**src/alm_pkg.sv**
```systemverilog
`timescale 1ns / 1ps

package alm_pkg;

  localparam int SAMPLE_BITS  = 24;
  localparam int SQ_BITS      = 2 * SAMPLE_BITS;
  localparam int SUM_BITS     = 63;
  localparam int CNT_BITS     = 17;
  localparam int MAX_BLOCK    = 65536;
  localparam int DB_FRAC_BITS = 4;
  localparam int DB_BITS      = 12;
  localparam int LOG_FRAC     = 16;
  localparam int TOP_BITS     = 6;
  localparam int LG_BITS      = TOP_BITS + LOG_FRAC;
  localparam int MANT_BITS    = 32;
  localparam int K_BITS       = 18;
  localparam int SCALED_BITS  = LG_BITS + K_BITS;
  localparam int DIV_CNT_BITS = 6;

  localparam logic [SUM_BITS-1:0]     SUM_MAX      = {SUM_BITS{1'b1}};
  localparam logic [CNT_BITS-1:0]     BLOCK_LIMIT  = CNT_BITS'(MAX_BLOCK);
  localparam logic [DIV_CNT_BITS-1:0] DIV_LAST     = DIV_CNT_BITS'(SUM_BITS - 1);
  localparam logic [TOP_BITS-1:0]     TOP_START    = TOP_BITS'(SUM_BITS - 1);
  localparam logic [3:0]              ROUND_LAST   = 4'(LOG_FRAC - 1);
  localparam logic [LG_BITS-1:0]      LOG_REF      = LG_BITS'((2 * (SAMPLE_BITS - 1)) << LOG_FRAC);
  localparam logic [K_BITS-1:0]       TEN_LOG10_2  = K_BITS'(197283);
  localparam logic [SCALED_BITS:0]    ROUND_HALF   = (SCALED_BITS + 1)'(1) << (31 - DB_FRAC_BITS);
  localparam logic [DB_BITS-1:0]      FLOOR_MAG    = DB_BITS'(80 << DB_FRAC_BITS);

  typedef enum logic [3:0] {
    ST_IDLE,
    ST_SQUARE,
    ST_ACCUM,
    ST_DIV_INIT,
    ST_DIV,
    ST_LOAD_RMS,
    ST_LOAD_PEAK,
    ST_NORM,
    ST_ROUND,
    ST_SCALE,
    ST_FINISH,
    ST_EMIT
  } state_t;

  typedef struct packed {
    logic load_sample;
    logic square;
    logic accum;
    logic div_init;
    logic div_step;
    logic load_rms;
    logic load_peak;
    logic norm_shift;
    logic round_init;
    logic round_step;
    logic scale;
    logic finish;
    logic dst_peak;
    logic emit;
  } cmd_t;

  typedef struct packed {
    logic last;
    logic div_last;
    logic norm_zero;
    logic norm_msb;
    logic round_last;
    logic out_busy;
  } stat_t;

endpackage

```
**src/alm_dp.sv**
```systemverilog
`timescale 1ns / 1ps

module alm_dp (
  input  logic                                   clk,
  input  logic                                   rst,
  input  alm_pkg::cmd_t                          cmd,
  output alm_pkg::stat_t                         stat,
  input  logic signed [alm_pkg::SAMPLE_BITS-1:0] sample,
  input  logic                                   last,
  output logic signed [alm_pkg::DB_BITS-1:0]     rms_db,
  output logic signed [alm_pkg::DB_BITS-1:0]     peak_db,
  output logic                                   result_valid,
  input  logic                                   result_ready
);

  logic [alm_pkg::SAMPLE_BITS-1:0]   mag;
  logic [alm_pkg::SAMPLE_BITS-1:0]   mag_r;
  logic                              last_r;
  logic [alm_pkg::SQ_BITS-1:0]       sq;
  logic [alm_pkg::SUM_BITS-1:0]      square_sum;
  logic [alm_pkg::CNT_BITS-1:0]      sample_count;
  logic [alm_pkg::SAMPLE_BITS-1:0]   peak_magnitude;
  logic [alm_pkg::SUM_BITS-1:0]      dq;
  logic [alm_pkg::CNT_BITS-1:0]      rem;
  logic [alm_pkg::DIV_CNT_BITS-1:0]  div_cnt;
  logic [alm_pkg::SUM_BITS-1:0]      norm;
  logic [alm_pkg::TOP_BITS-1:0]      top;
  logic [alm_pkg::MANT_BITS-1:0]     m;
  logic [alm_pkg::LOG_FRAC-1:0]      frac;
  logic [3:0]                        rcnt;
  logic [alm_pkg::SCALED_BITS-1:0]   scaled;
  logic                              over_r;
  logic [alm_pkg::DB_BITS-1:0]       rms_r;

  logic [alm_pkg::MANT_BITS-1:0]     mul_op;
  logic [2*alm_pkg::MANT_BITS-1:0]   product;
  logic [alm_pkg::SUM_BITS:0]        sum_ext;
  logic [alm_pkg::CNT_BITS:0]        trial;
  logic [alm_pkg::CNT_BITS:0]        diff;
  logic                              q_bit;
  logic [alm_pkg::MANT_BITS:0]       sq_shift;
  logic [alm_pkg::LG_BITS-1:0]       lg;
  logic [alm_pkg::LG_BITS-1:0]       below;
  logic [alm_pkg::SCALED_BITS-1:0]   scale_prod;
  logic [alm_pkg::SCALED_BITS:0]     round_sum;
  logic [12:0]                       rnd;
  logic [alm_pkg::DB_BITS-1:0]       mag_db;
  logic [alm_pkg::DB_BITS-1:0]       level;

  // Take the magnitude; the most negative code maps to full scale
  assign mag = sample[alm_pkg::SAMPLE_BITS-1] ? (~sample + 1'b1) : sample;

  // Share one squaring multiplier among sample, peak and log rounds
  always_comb begin
    priority if (cmd.round_step) begin
      mul_op = m;
    end else if (cmd.load_peak) begin
      mul_op = alm_pkg::MANT_BITS'(peak_magnitude);
    end else begin
      mul_op = alm_pkg::MANT_BITS'(mag_r);
    end
  end
  assign product = mul_op * mul_op;

  assign sum_ext = {1'b0, square_sum} + (alm_pkg::SUM_BITS + 1)'(sq);

  // Restoring division step
  assign trial = {rem, dq[alm_pkg::SUM_BITS-1]};
  assign q_bit = trial >= {1'b0, sample_count};
  assign diff  = trial - {1'b0, sample_count};

  assign sq_shift = product[2*alm_pkg::MANT_BITS-1:alm_pkg::MANT_BITS-1];

  // Scale log2 distance below full scale to dB, then round and clamp
  assign lg         = {top, frac};
  assign below      = alm_pkg::LOG_REF - lg;
  assign scale_prod = below * alm_pkg::TEN_LOG10_2;
  assign round_sum  = {1'b0, scaled} + alm_pkg::ROUND_HALF;
  assign rnd        = round_sum[alm_pkg::SCALED_BITS:alm_pkg::SCALED_BITS-12];
  assign mag_db     = (rnd > 13'(alm_pkg::FLOOR_MAG)) ? alm_pkg::FLOOR_MAG
                                                      : alm_pkg::DB_BITS'(rnd);

  always_comb begin
    priority if (norm == '0) begin
      level = alm_pkg::DB_BITS'(0) - alm_pkg::FLOOR_MAG;
    end else if (over_r) begin
      level = '0;
    end else begin
      level = alm_pkg::DB_BITS'(0) - mag_db;
    end
  end

  // Accumulators and result handshake
  always_ff @(posedge clk) begin
    if (rst) begin
      square_sum     <= '0;
      sample_count   <= '0;
      peak_magnitude <= '0;
      result_valid   <= 1'b0;
    end else begin
      if (cmd.square && (mag_r > peak_magnitude)) begin
        peak_magnitude <= mag_r;
      end
      if (cmd.accum && (sample_count < alm_pkg::BLOCK_LIMIT)) begin
        square_sum   <= sum_ext[alm_pkg::SUM_BITS] ? alm_pkg::SUM_MAX
                                                   : sum_ext[alm_pkg::SUM_BITS-1:0];
        sample_count <= sample_count + 1'b1;
      end
      if (cmd.emit) begin
        square_sum     <= '0;
        sample_count   <= '0;
        peak_magnitude <= '0;
        result_valid   <= 1'b1;
      end else if (result_valid && result_ready) begin
        result_valid <= 1'b0;
      end
    end
  end

  // Working registers
  always_ff @(posedge clk) begin
    if (cmd.load_sample) begin
      mag_r  <= mag;
      last_r <= last;
    end
    if (cmd.square) begin
      sq <= product[alm_pkg::SQ_BITS-1:0];
    end
    if (cmd.div_init) begin
      dq      <= square_sum;
      rem     <= '0;
      div_cnt <= '0;
    end else if (cmd.div_step) begin
      dq      <= {dq[alm_pkg::SUM_BITS-2:0], q_bit};
      rem     <= q_bit ? diff[alm_pkg::CNT_BITS-1:0] : trial[alm_pkg::CNT_BITS-1:0];
      div_cnt <= div_cnt + 1'b1;
    end
    if (cmd.load_rms) begin
      norm <= dq;
      top  <= alm_pkg::TOP_START;
    end else if (cmd.load_peak) begin
      norm <= alm_pkg::SUM_BITS'(product[alm_pkg::SQ_BITS-1:0]);
      top  <= alm_pkg::TOP_START;
    end else if (cmd.norm_shift) begin
      norm <= {norm[alm_pkg::SUM_BITS-2:0], 1'b0};
      top  <= top - 1'b1;
    end
    if (cmd.round_init) begin
      m    <= norm[alm_pkg::SUM_BITS-1:alm_pkg::SUM_BITS-alm_pkg::MANT_BITS];
      frac <= '0;
      rcnt <= '0;
    end else if (cmd.round_step) begin
      m    <= sq_shift[alm_pkg::MANT_BITS] ? sq_shift[alm_pkg::MANT_BITS:1]
                                           : sq_shift[alm_pkg::MANT_BITS-1:0];
      frac <= {frac[alm_pkg::LOG_FRAC-2:0], sq_shift[alm_pkg::MANT_BITS]};
      rcnt <= rcnt + 1'b1;
    end
    if (cmd.scale) begin
      scaled <= scale_prod;
      over_r <= lg >= alm_pkg::LOG_REF;
    end
    if (cmd.finish && !cmd.dst_peak) begin
      rms_r <= level;
    end
    if (cmd.emit) begin
      rms_db  <= rms_r;
      peak_db <= level;
    end
  end

  // Status back to the controller
  always_comb begin
    stat.last       = last_r;
    stat.div_last   = div_cnt == alm_pkg::DIV_LAST;
    stat.norm_zero  = norm == '0;
    stat.norm_msb   = norm[alm_pkg::SUM_BITS-1];
    stat.round_last = rcnt == alm_pkg::ROUND_LAST;
    stat.out_busy   = result_valid;
  end

  a_count_limit: assert property (@(posedge clk) disable iff (rst)
    sample_count <= alm_pkg::BLOCK_LIMIT)
    else $error("sample count beyond block limit");

  a_clear_after_emit: assert property (@(posedge clk) disable iff (rst)
    cmd.emit |=> (square_sum == '0) && (sample_count == '0) && (peak_magnitude == '0))
    else $error("accumulators not cleared after result");

  a_emit_when_free: assert property (@(posedge clk) disable iff (rst)
    cmd.emit |-> !result_valid)
    else $error("result overwritten before transfer");

  a_level_range: assert property (@(posedge clk) disable iff (rst)
    result_valid |-> (rms_db <= 0) && (rms_db >= -1280) && (peak_db <= 0) && (peak_db >= -1280))
    else $error("level out of range");

endmodule

```
**src/alm_ctrl.sv**
```systemverilog
`timescale 1ns / 1ps

module alm_ctrl (
  input  logic           clk,
  input  logic           rst,
  input  logic           sample_valid,
  output logic           sample_ready,
  input  alm_pkg::stat_t stat,
  output alm_pkg::cmd_t  cmd
);

  alm_pkg::state_t state;
  alm_pkg::state_t state_next;
  logic            pass_peak;

  // Hold state and track which level the log pass is for
  always_ff @(posedge clk) begin
    if (rst) begin
      state     <= alm_pkg::ST_IDLE;
      pass_peak <= 1'b0;
    end else begin
      state <= state_next;
      if (state == alm_pkg::ST_LOAD_RMS) begin
        pass_peak <= 1'b0;
      end else if (state == alm_pkg::ST_LOAD_PEAK) begin
        pass_peak <= 1'b1;
      end
    end
  end

  // Next state
  always_comb begin
    state_next = state;
    unique case (state)
      alm_pkg::ST_IDLE: begin
        if (sample_valid) state_next = alm_pkg::ST_SQUARE;
      end
      alm_pkg::ST_SQUARE:    state_next = alm_pkg::ST_ACCUM;
      alm_pkg::ST_ACCUM: begin
        state_next = stat.last ? alm_pkg::ST_DIV_INIT : alm_pkg::ST_IDLE;
      end
      alm_pkg::ST_DIV_INIT:  state_next = alm_pkg::ST_DIV;
      alm_pkg::ST_DIV: begin
        if (stat.div_last) state_next = alm_pkg::ST_LOAD_RMS;
      end
      alm_pkg::ST_LOAD_RMS:  state_next = alm_pkg::ST_NORM;
      alm_pkg::ST_LOAD_PEAK: state_next = alm_pkg::ST_NORM;
      alm_pkg::ST_NORM: begin
        priority if (stat.norm_zero) begin
          state_next = alm_pkg::ST_FINISH;
        end else if (stat.norm_msb) begin
          state_next = alm_pkg::ST_ROUND;
        end
      end
      alm_pkg::ST_ROUND: begin
        if (stat.round_last) state_next = alm_pkg::ST_SCALE;
      end
      alm_pkg::ST_SCALE:     state_next = alm_pkg::ST_FINISH;
      alm_pkg::ST_FINISH: begin
        state_next = pass_peak ? alm_pkg::ST_EMIT : alm_pkg::ST_LOAD_PEAK;
      end
      alm_pkg::ST_EMIT: begin
        if (!stat.out_busy) state_next = alm_pkg::ST_IDLE;
      end
      default:               state_next = alm_pkg::ST_IDLE;
    endcase
  end

  // Commands to the datapath
  always_comb begin
    cmd          = '0;
    sample_ready = 1'b0;
    cmd.dst_peak = pass_peak;
    unique case (state)
      alm_pkg::ST_IDLE: begin
        sample_ready    = 1'b1;
        cmd.load_sample = sample_valid;
      end
      alm_pkg::ST_SQUARE:    cmd.square    = 1'b1;
      alm_pkg::ST_ACCUM:     cmd.accum     = 1'b1;
      alm_pkg::ST_DIV_INIT:  cmd.div_init  = 1'b1;
      alm_pkg::ST_DIV:       cmd.div_step  = 1'b1;
      alm_pkg::ST_LOAD_RMS:  cmd.load_rms  = 1'b1;
      alm_pkg::ST_LOAD_PEAK: cmd.load_peak = 1'b1;
      alm_pkg::ST_NORM: begin
        cmd.round_init = !stat.norm_zero && stat.norm_msb;
        cmd.norm_shift = !stat.norm_zero && !stat.norm_msb;
      end
      alm_pkg::ST_ROUND:     cmd.round_step = 1'b1;
      alm_pkg::ST_SCALE:     cmd.scale      = 1'b1;
      alm_pkg::ST_FINISH:    cmd.finish     = 1'b1;
      alm_pkg::ST_EMIT:      cmd.emit       = !stat.out_busy;
      default: begin
      end
    endcase
  end

  a_ready_idle_only: assert property (@(posedge clk) disable iff (rst)
    sample_ready |-> (state == alm_pkg::ST_IDLE))
    else $error("input taken outside idle");

  a_peak_after_rms: assert property (@(posedge clk) disable iff (rst)
    (state == alm_pkg::ST_EMIT) |-> pass_peak)
    else $error("result emitted before peak pass");

  a_accept_to_square: assert property (@(posedge clk) disable iff (rst)
    cmd.load_sample |=> (state == alm_pkg::ST_SQUARE))
    else $error("accepted sample not squared");

endmodule

```
**src/audio_level_meter_db_top.sv**
```systemverilog
`timescale 1ns / 1ps

// RMS and peak level meter. Feed the signed samples of one buffer, all
// channels interleaved, and flag the final one with last; after it one
// result carries the RMS and peak levels in dBFS, units of 1/16 dB,
// clamped to -80..0 dB (a silent buffer reads -80 dB). Each sample is
// accepted, squared and accumulated before the next one is taken.
// After the last sample's accumulate come a setup step and 63 division
// steps for the mean square, one quotient bit each, then two log passes,
// first RMS then peak. A pass loads its value, shifts it left until the
// top bit is set (16 to 62 normalizing shifts), sets up and runs 16
// squaring rounds on the shared 32x32 multiplier, then scales and
// finishes; a zero value goes straight from normalizing to finish. An
// emit step follows, which waits while the previous result still waits
// for transfer. A finished result sits in its own register, so new samples
// are taken while it waits for transfer.
module audio_level_meter_db_top (
  input  logic                                   clk,
  input  logic                                   rst,
  input  logic                                   sample_valid,
  output logic                                   sample_ready,
  input  logic signed [alm_pkg::SAMPLE_BITS-1:0] sample,
  input  logic                                   last,
  output logic                                   result_valid,
  input  logic                                   result_ready,
  output logic signed [alm_pkg::DB_BITS-1:0]     rms_db,
  output logic signed [alm_pkg::DB_BITS-1:0]     peak_db
);

  alm_pkg::cmd_t  cmd;
  alm_pkg::stat_t stat;

  alm_ctrl u_ctrl (
    .clk          (clk),
    .rst          (rst),
    .sample_valid (sample_valid),
    .sample_ready (sample_ready),
    .stat         (stat),
    .cmd          (cmd)
  );

  alm_dp u_dp (
    .clk          (clk),
    .rst          (rst),
    .cmd          (cmd),
    .stat         (stat),
    .sample       (sample),
    .last         (last),
    .rms_db       (rms_db),
    .peak_db      (peak_db),
    .result_valid (result_valid),
    .result_ready (result_ready)
  );

endmodule
```
**config.mk**
```make
export PLATFORM = sky130hd
export DESIGN_NAME = audio_level_meter_db_top
export DESIGN_NICKNAME = d
export VERILOG_FILES = /design/src/alm_pkg.sv /design/src/alm_dp.sv /design/src/alm_ctrl.sv /design/src/audio_level_meter_db_top.sv
export SDC_FILE = /design/constraint.sdc
export NUM_CORES = 2
export LEC_CHECK = 0
export BUFFER_PORTS_ARGS = -buffer_cell sky130_fd_sc_hd__buf_2
export CAP_MARGIN = 20
export CORE_ASPECT_RATIO = 1.25
export CORE_MARGIN = 1.5
export CORE_UTILIZATION = 34
export CTS_CLUSTER_DIAMETER = 30
export DETAILED_ROUTE_END_ITERATION = 10
export GPL_TIMING_DRIVEN = 0
export PLACE_DENSITY_LB_ADDON = 0.12
export SLEW_MARGIN = 20
export SYNTH_ARGS = -nofsm -noshare
export SYNTH_HDL_FRONTEND = slang
export SYNTH_SLANG_ARGS = --single-unit
```
**constraint.sdc**
```tcl
create_clock -name clk -period 11.2 [get_ports clk]
set_clock_uncertainty 0.2 [all_clocks]
set_input_delay 1.12 -clock clk [delete_from_list [all_inputs] [get_ports clk]]
set_output_delay 1.12 -clock clk [all_outputs]
set_load 0.02 [all_outputs]
```
======== Yosys cells after proc, flatten, opt, wreduce, memory -nomap -nowiden ========
Cells that the tools add are included.
Widths: inputs -> output; s select.
storage, ports and cells
  register bits ........................... 467
  output and inout port bits .............. 26
  memories ................................ 0
  input port bits ......................... 29
  memory bits (read-only) ................. 0
  bits in latches ......................... 0
  word-level logic and storage cells ...... 120
  bits in writable memories ............... 0
operators by class
  multiply operators ...................... 2
  bitwise logic cells ..................... 1
  shift operators ......................... 0
  equal/unequal tests ..................... 18
  add/subtract/negate cells ............... 10
  reductions and logical operators ........ 21
  divide/modulo/power cells ............... 0
  magnitude comparators ................... 5
  mux-type cells .......................... 40
operator list
  kind                    count
  $mux 63                 6
  $mux 32                 4
  $add 63x48->64          1
  $mul 32x32->64          1
  $logic_not 63->1        1
  $pmux 4 s11             1
  $add 40x28->41 const B  1
  $mul 22x18->40 const B  1
  $mux 12                 3
  $mux 4                  7
  $add 24x1->24 const B   1
  $gt 24x24->1            1
  $mux 24                 1
  $not 24->24             1
  $mux 23                 1
  $ge 22x22->1 const B    1
  $sub 22x22->22 const A  1
  $eq 4x4->1 const B      5
  $ge 18x17->1            1
  $add 17x1->17 const B   1
  $lt 17x17->1 const B    1
  $mux 17                 1
  $sub 17x17->17          1
  $eq 4x3->1 const B      4
  other kinds (19)        50

======== Logic depth before layout (Yosys ltp) ========
  depth in word-level cells ............... 8
  depth in mapped cells ................... 42
  mapped depth without buffers ............ 35

======== Hierarchy ========
From an unflattened synthesis, not the netlist that was laid out.
unflattened totals
  cells, all modules ...................... 6158
  area total of the unflattened synthesis .. 58344.7 sq um
by module, submodules not included
  module    area an instance (sq um)  cells each  seq. area each (sq um)  times used
  alm_dp    57812.9                   6090        11491.0                 1
  alm_ctrl  531.8                     68          100.1                   1

======== Worst setup path after synthesis ========
OpenSTA, ideal clock, no wires.
  path kind ............................... reg-to-reg
  start ................................... register u_ctrl.state[3]
  end ..................................... register u_dp.m[19] (netlist bit) (data pin)
  data arrival time ....................... 9.001 ns
  buffers on the path ..................... 7
  cell stages (with the launch flop) ...... 34
  data required time ...................... 10.739 ns
  clock period less this slack ............ 9.462 ns
  path slack .............................. 1.738 ns
  cells stage by stage .................... dfxtp_1 > clkbuf_1 > nor2_1 > nand3_1 > clkbuf_1 > buf_2 > mux2i_1 > o21ai_0 > clkbuf_1 > clkbuf_1 > nand2_1 > fa_1 > fa_1 > fa_1 > fa_1 > inv_1 > fa_1 > inv_1 > fa_1 > fa_1 > fa_1 > inv_1 > ha_1 > clkbuf_1 > and3_1 > a311oi_1 > o2111ai_1 > nor3_2 > o31ai_4 > a31oi_2 > xnor2_2 > buf_2 > inv_2 > a221o_1
on the way
  cells in the longest elaborated chain, start to end .. 8
  elaborated cells on any way between the ends .. 12
  those cells by class .................... mul: 1; eq/ne: 3; mux: 8
ends and longest elaborated chain
  element                 RTL line        text
  from (decl)             alm_ctrl.sv:12  alm_pkg::state_t state;
  from (signal assigned)  alm_ctrl.sv:19  state <= alm_pkg::ST_IDLE;
  from (signal assigned)  alm_ctrl.sv:22  state <= state_next;
  $eq 4x3->1              alm_ctrl.sv:74  unique case (state)
  $mux 1                  alm_ctrl.sv:74
  $mux 24                 alm_dp.sv:57    end else if (cmd.load_peak) begin
  $mux 32                 alm_dp.sv:55    priority if (cmd.round_step) begin
  $mul 32x32->64          alm_dp.sv:63    assign product = mul_op * mul_op;
  $mux 32                 alm_dp.sv:153   m <= sq_shift[alm_pkg::MANT_BITS] ? sq_shift[alm_pkg::MANT_BITS:1]
  $mux 32                 alm_dp.sv:152   end else if (cmd.round_step) begin
  $mux 32 *               alm_dp.sv:148   if (cmd.round_init) begin
  to (signal assigned)    alm_dp.sv:149   m <= norm[alm_pkg::SUM_BITS-1:alm_pkg::SUM_BITS-alm_pkg::MANT_BITS];
  to (signal assigned)    alm_dp.sv:153
  to (decl)               alm_dp.sv:28    logic [alm_pkg::MANT_BITS-1:0] m;
Mark *: on every way between the ends. The rest lies on a longest branch, timed or not. The select of a mux whose other input is x is not followed.
A chain may end at the register's enable or synchronous reset.

======== Worst setup path in the final report ========
  start ................................... register u_ctrl.state[2]
  end ..................................... register u_dp.m[29] (netlist bit) (data pin)
The elaborated chain is that of the path after synthesis.

==> out/qor.yml <==
status:
  status: "finished, violations left"
  violations: "design-rule violations"
floorplanning:
  initial_utilization_pct: 34.2
  die_area_um2: 171000
  core_area_um2: 168000
  chipWidth_um: 370
  die_h_um: 462
  ios: 55
  row_count: 168
sta:
  post-route-period-util_pct: 97.1
  maxSlewViolCount: 0
  slew_headroom_pct: 26.9
  max_freq_ghz: 0.0919
  layout_setup_ws_ns: 0.324
  finalSetupViolCount: 0
  tightestPinTransition_ns: 1.10
  period_needed_ns: 10.88
  hold_viol: 0
finish:
  drive_gt1_share_pct: 8.19
  final_area_um2: 64800
  fin_nets: 7649
  post-route-util_pct: 38.7
  area_growth_pct: 13.2
  finalNonFillerCells: 8495
worst_setup_path:
  rr_worst_depth: 29
  endpoint_kind: "flop"
  reg2reg_from: "u_ctrl.state[2]"
  crit_required_ns: 11.40
  timing.rr.end: "u_dp.m[29]"
  critPathSlowestCell: "clkdlybuf4s15_2"
  crit_fanout: 10
  cpPeakStageDelay_ns: 0.66
  critPathArrivalTime_ns: 11.07
  r2r_setup_slack_ns: 0.32
  worstSetupStartpointType: "flop"
  crit_top_cell: "fa_1"
  path_class: "flop to flop"
routing:
  viasPerCell: 5.05
  drt_pass1_iterations: 9
  wl_per_cell_um: 22.3
  drt_iter0_markers: 2765
  wl_um: 189000
  via_count: 42877
  drc_errors: 6
  drt.antenna.violating_nets: 0
global_route:
  grt_util_met3_pct: 2.09
  track_usage_pct: 22.4
  grt_overflow: 0
  grt_start_max_net_pins: 48
  busiest_layer: "met2"
  grt_pass1_wl_um: 285000
  grt_pass1_vias: 45322
  use_met2_pct: 40.6
  gr-usage-met1_pct: 28.1
  antenna_found_initial: 7
synthesis:
  mappedNetlistArea_um2: 57300
  synthAdderAreaFrac_pct: 42.7
  syn_nets: 7475
  synth-seq-cells: 439
  synthSimpleGateAreaFrac_pct: 11.3
  ys.flop_type: "edfxtp_1"
  synth_area_leader_cell: "fa_1"
  syn_inst: 6014
  synthArstFlopShare_pct: 0
  ys_seq_area_share_pct: 20.2
  synth_top_family_by_area: "adder cells"
  synth_compound_area_share_pct: 9.67
  synth_top_cell_area_share_pct: 30.4
  synth_xor_area_share_pct: 3.81
  syn_area_per_cell_um2: 9.52
  synth-edff-count: 280
  synth_mux_area_share_pct: 2.44
  yosys_warnings: 0
  netlist_top_cells_area: "fa_1 (30%), edfxtp_1 (15%), ha_1 (12%), inv_1 (8.1%), dfxtp_1 (5.6%)"
  synth.distinct_cells: 87
placed_design:
  placed_cell_area_um2: 60600
  place_inst: 8298
  gp_congestion: 0.908
  numPortBuffers: 53
  hpwl_um: 157000
  place_ws_ns: -2.06
cts:
  root_buffer: "clkbuf_16"
  cts.sinks: 439
  cts-htree-levels: 3
  cts_buffer_depth: 3
  clkLatencyLatePin_ns: 0.67
  cts_tree: "done"
  path_clk_slew_ns: 0.05
  cts_buffers: 106
worst_hold_path:
  hold_end: "u_dp.rms_db[7]"
  hp-class: "flop to flop"
  hold_depth: 0
  hold_start: "u_dp.rms_r[7]"
job:
  maxCapViolations: 0
## sequential cells by signal (all words and copies together), names as in the netlist, 6 cells and up
signal	flops
u_dp.frac	16
u_dp.sq	47
u_dp.peak_magnitude	24
u_dp.m	32
u_dp.scaled	13
u_dp.div_cnt	6
u_dp.square_sum	63
u_dp.rms_r	12
u_dp.norm	63
u_dp.rem	17
u_dp.sample_count	17
u_dp.peak_db	12
u_dp.mag_r	24
u_dp.top	6
u_dp.dq	63
u_dp.rms_db	12
## layout make-up
cell class	count	area (µm²)
plain buffers	236	1080
diodes	6	15.0
fillers	16870	103000
clock buffers	133	2870
flip-flops and latches	439	11600
inverters	1236	4660
clock inverters	66	890
repair buffers	81	596
multi-input cells	4088	40300
well taps	2210	2770
## metal layers
layer	wire length, µm	share of wire (%)	vias to the layer above
met5	11	0.0058	-
met4	5530	2.9	2
met3	7530	4.0	218
met2	98200	52	985
met1	77800	41	21827
li1	-	-	19845
## kinds of logic after synthesis
logic type,count (synthesis)
AOI/OAI and AO/OA,867
buffers and inverters,1487
muxes,131
adders and majority gates,1432
DFF,439
and+or+nand+nor,1410
xor gates and xnor gates,248
## placed cells by master (no fill, tap or decap), types with 21 or more instances in the layout
master     count
dfxtp_1      159
clkbuf_2      35
nand2_1      623
nor2_1       289
nand4_1       50
a31oi_1       36
a211oi_1      24
mux2_2        68
edfxtp_1     280
mux2i_1       61
xor2_1        89
inv_1       1225
fa_1         869
xnor2_1      154
clkbuf_16    106
a21oi_1      236
nor2b_1       27
nand2b_1      24
o21bai_1      25
ha_1         563
a21o_1        87
nand3_1       64
a22oi_1       47
or3_1         21
nor4_1        29
o21a_1        26
o21ai_0      192
nor3_1        49
buf_2         76
clkbuf_1     159
buf_4         25
and3_1       135
## Yosys cell counts, types with 36 or more instances
| library cell | n |
|---|---|
| inv_1 | 1228 |
| fa_1 | 869 |
| nand2_1 | 624 |
| ha_1 | 563 |
| nor2_1 | 304 |
| edfxtp_1 | 280 |
| a21oi_1 | 236 |
| clkbuf_1 | 212 |
| o21ai_0 | 204 |
| dfxtp_1 | 159 |
| xnor2_1 | 156 |
| and3_1 | 135 |
| xor2_1 | 91 |
| a21o_1 | 87 |
| mux2_2 | 68 |
| nand3_1 | 65 |
| mux2i_1 | 63 |
| nor3_1 | 54 |
| nand4_1 | 50 |
| a22oi_1 | 47 |
| a31oi_1 | 36 |
## metrics by stage
step	hold WS, ns	TNS, ns
6_report	0.209	0
5_1_grt	0.222	-0.0406
4_1_cts	0.210	0
3_5_place_dp	0.205	-105.01
3_3_place_gp	0.202	-198.07
2_1_floorplan	0.200	0
## worst max-delay path by stage
stage                 endpoint  cells after the start             from  slack (ns)
floorplan           u_dp.m[19]                     33  u_ctrl.state[3]        1.74
global placement    u_dp.m[15]                     33  u_ctrl.state[3]       -3.21
detailed placement  u_dp.m[11]                     37  u_ctrl.state[3]       -2.06
CTS                 u_dp.m[16]                     35  u_ctrl.state[2]        0.02
global route        u_dp.m[29]                     36  u_ctrl.state[2]       -0.01
finish              u_dp.m[29]                     29  u_ctrl.state[2]        0.32
## worst max-delay path, delay by kind of cell (launching register included)
| kind | cells | cell delay [ns] |
|---|---|---|
| buffers and inverters | 6 | 1.73 |
| AO/OA/AOI/OAI | 6 | 2.46 |
| adder cells (fa/ha/maj) | 9 | 4.34 |
| flip-flops | 1 | 0.29 |
| XOR/XNOR | 1 | 0.20 |
| AND/OR/NAND/NOR | 7 | 1.35 |
## repair_timing
item | CTS | global route
buffers inserted | 5 | 2
setup endpoints to repair | 90 | 39
cloned | 0 | 0
pin swaps | 3 | 2
resized for setup | 93 | 101
hold buffers | 0 | 0
Power is not shown: default switching activity piles up to over one toggle a cycle in this logic, so the estimate is an artifact.
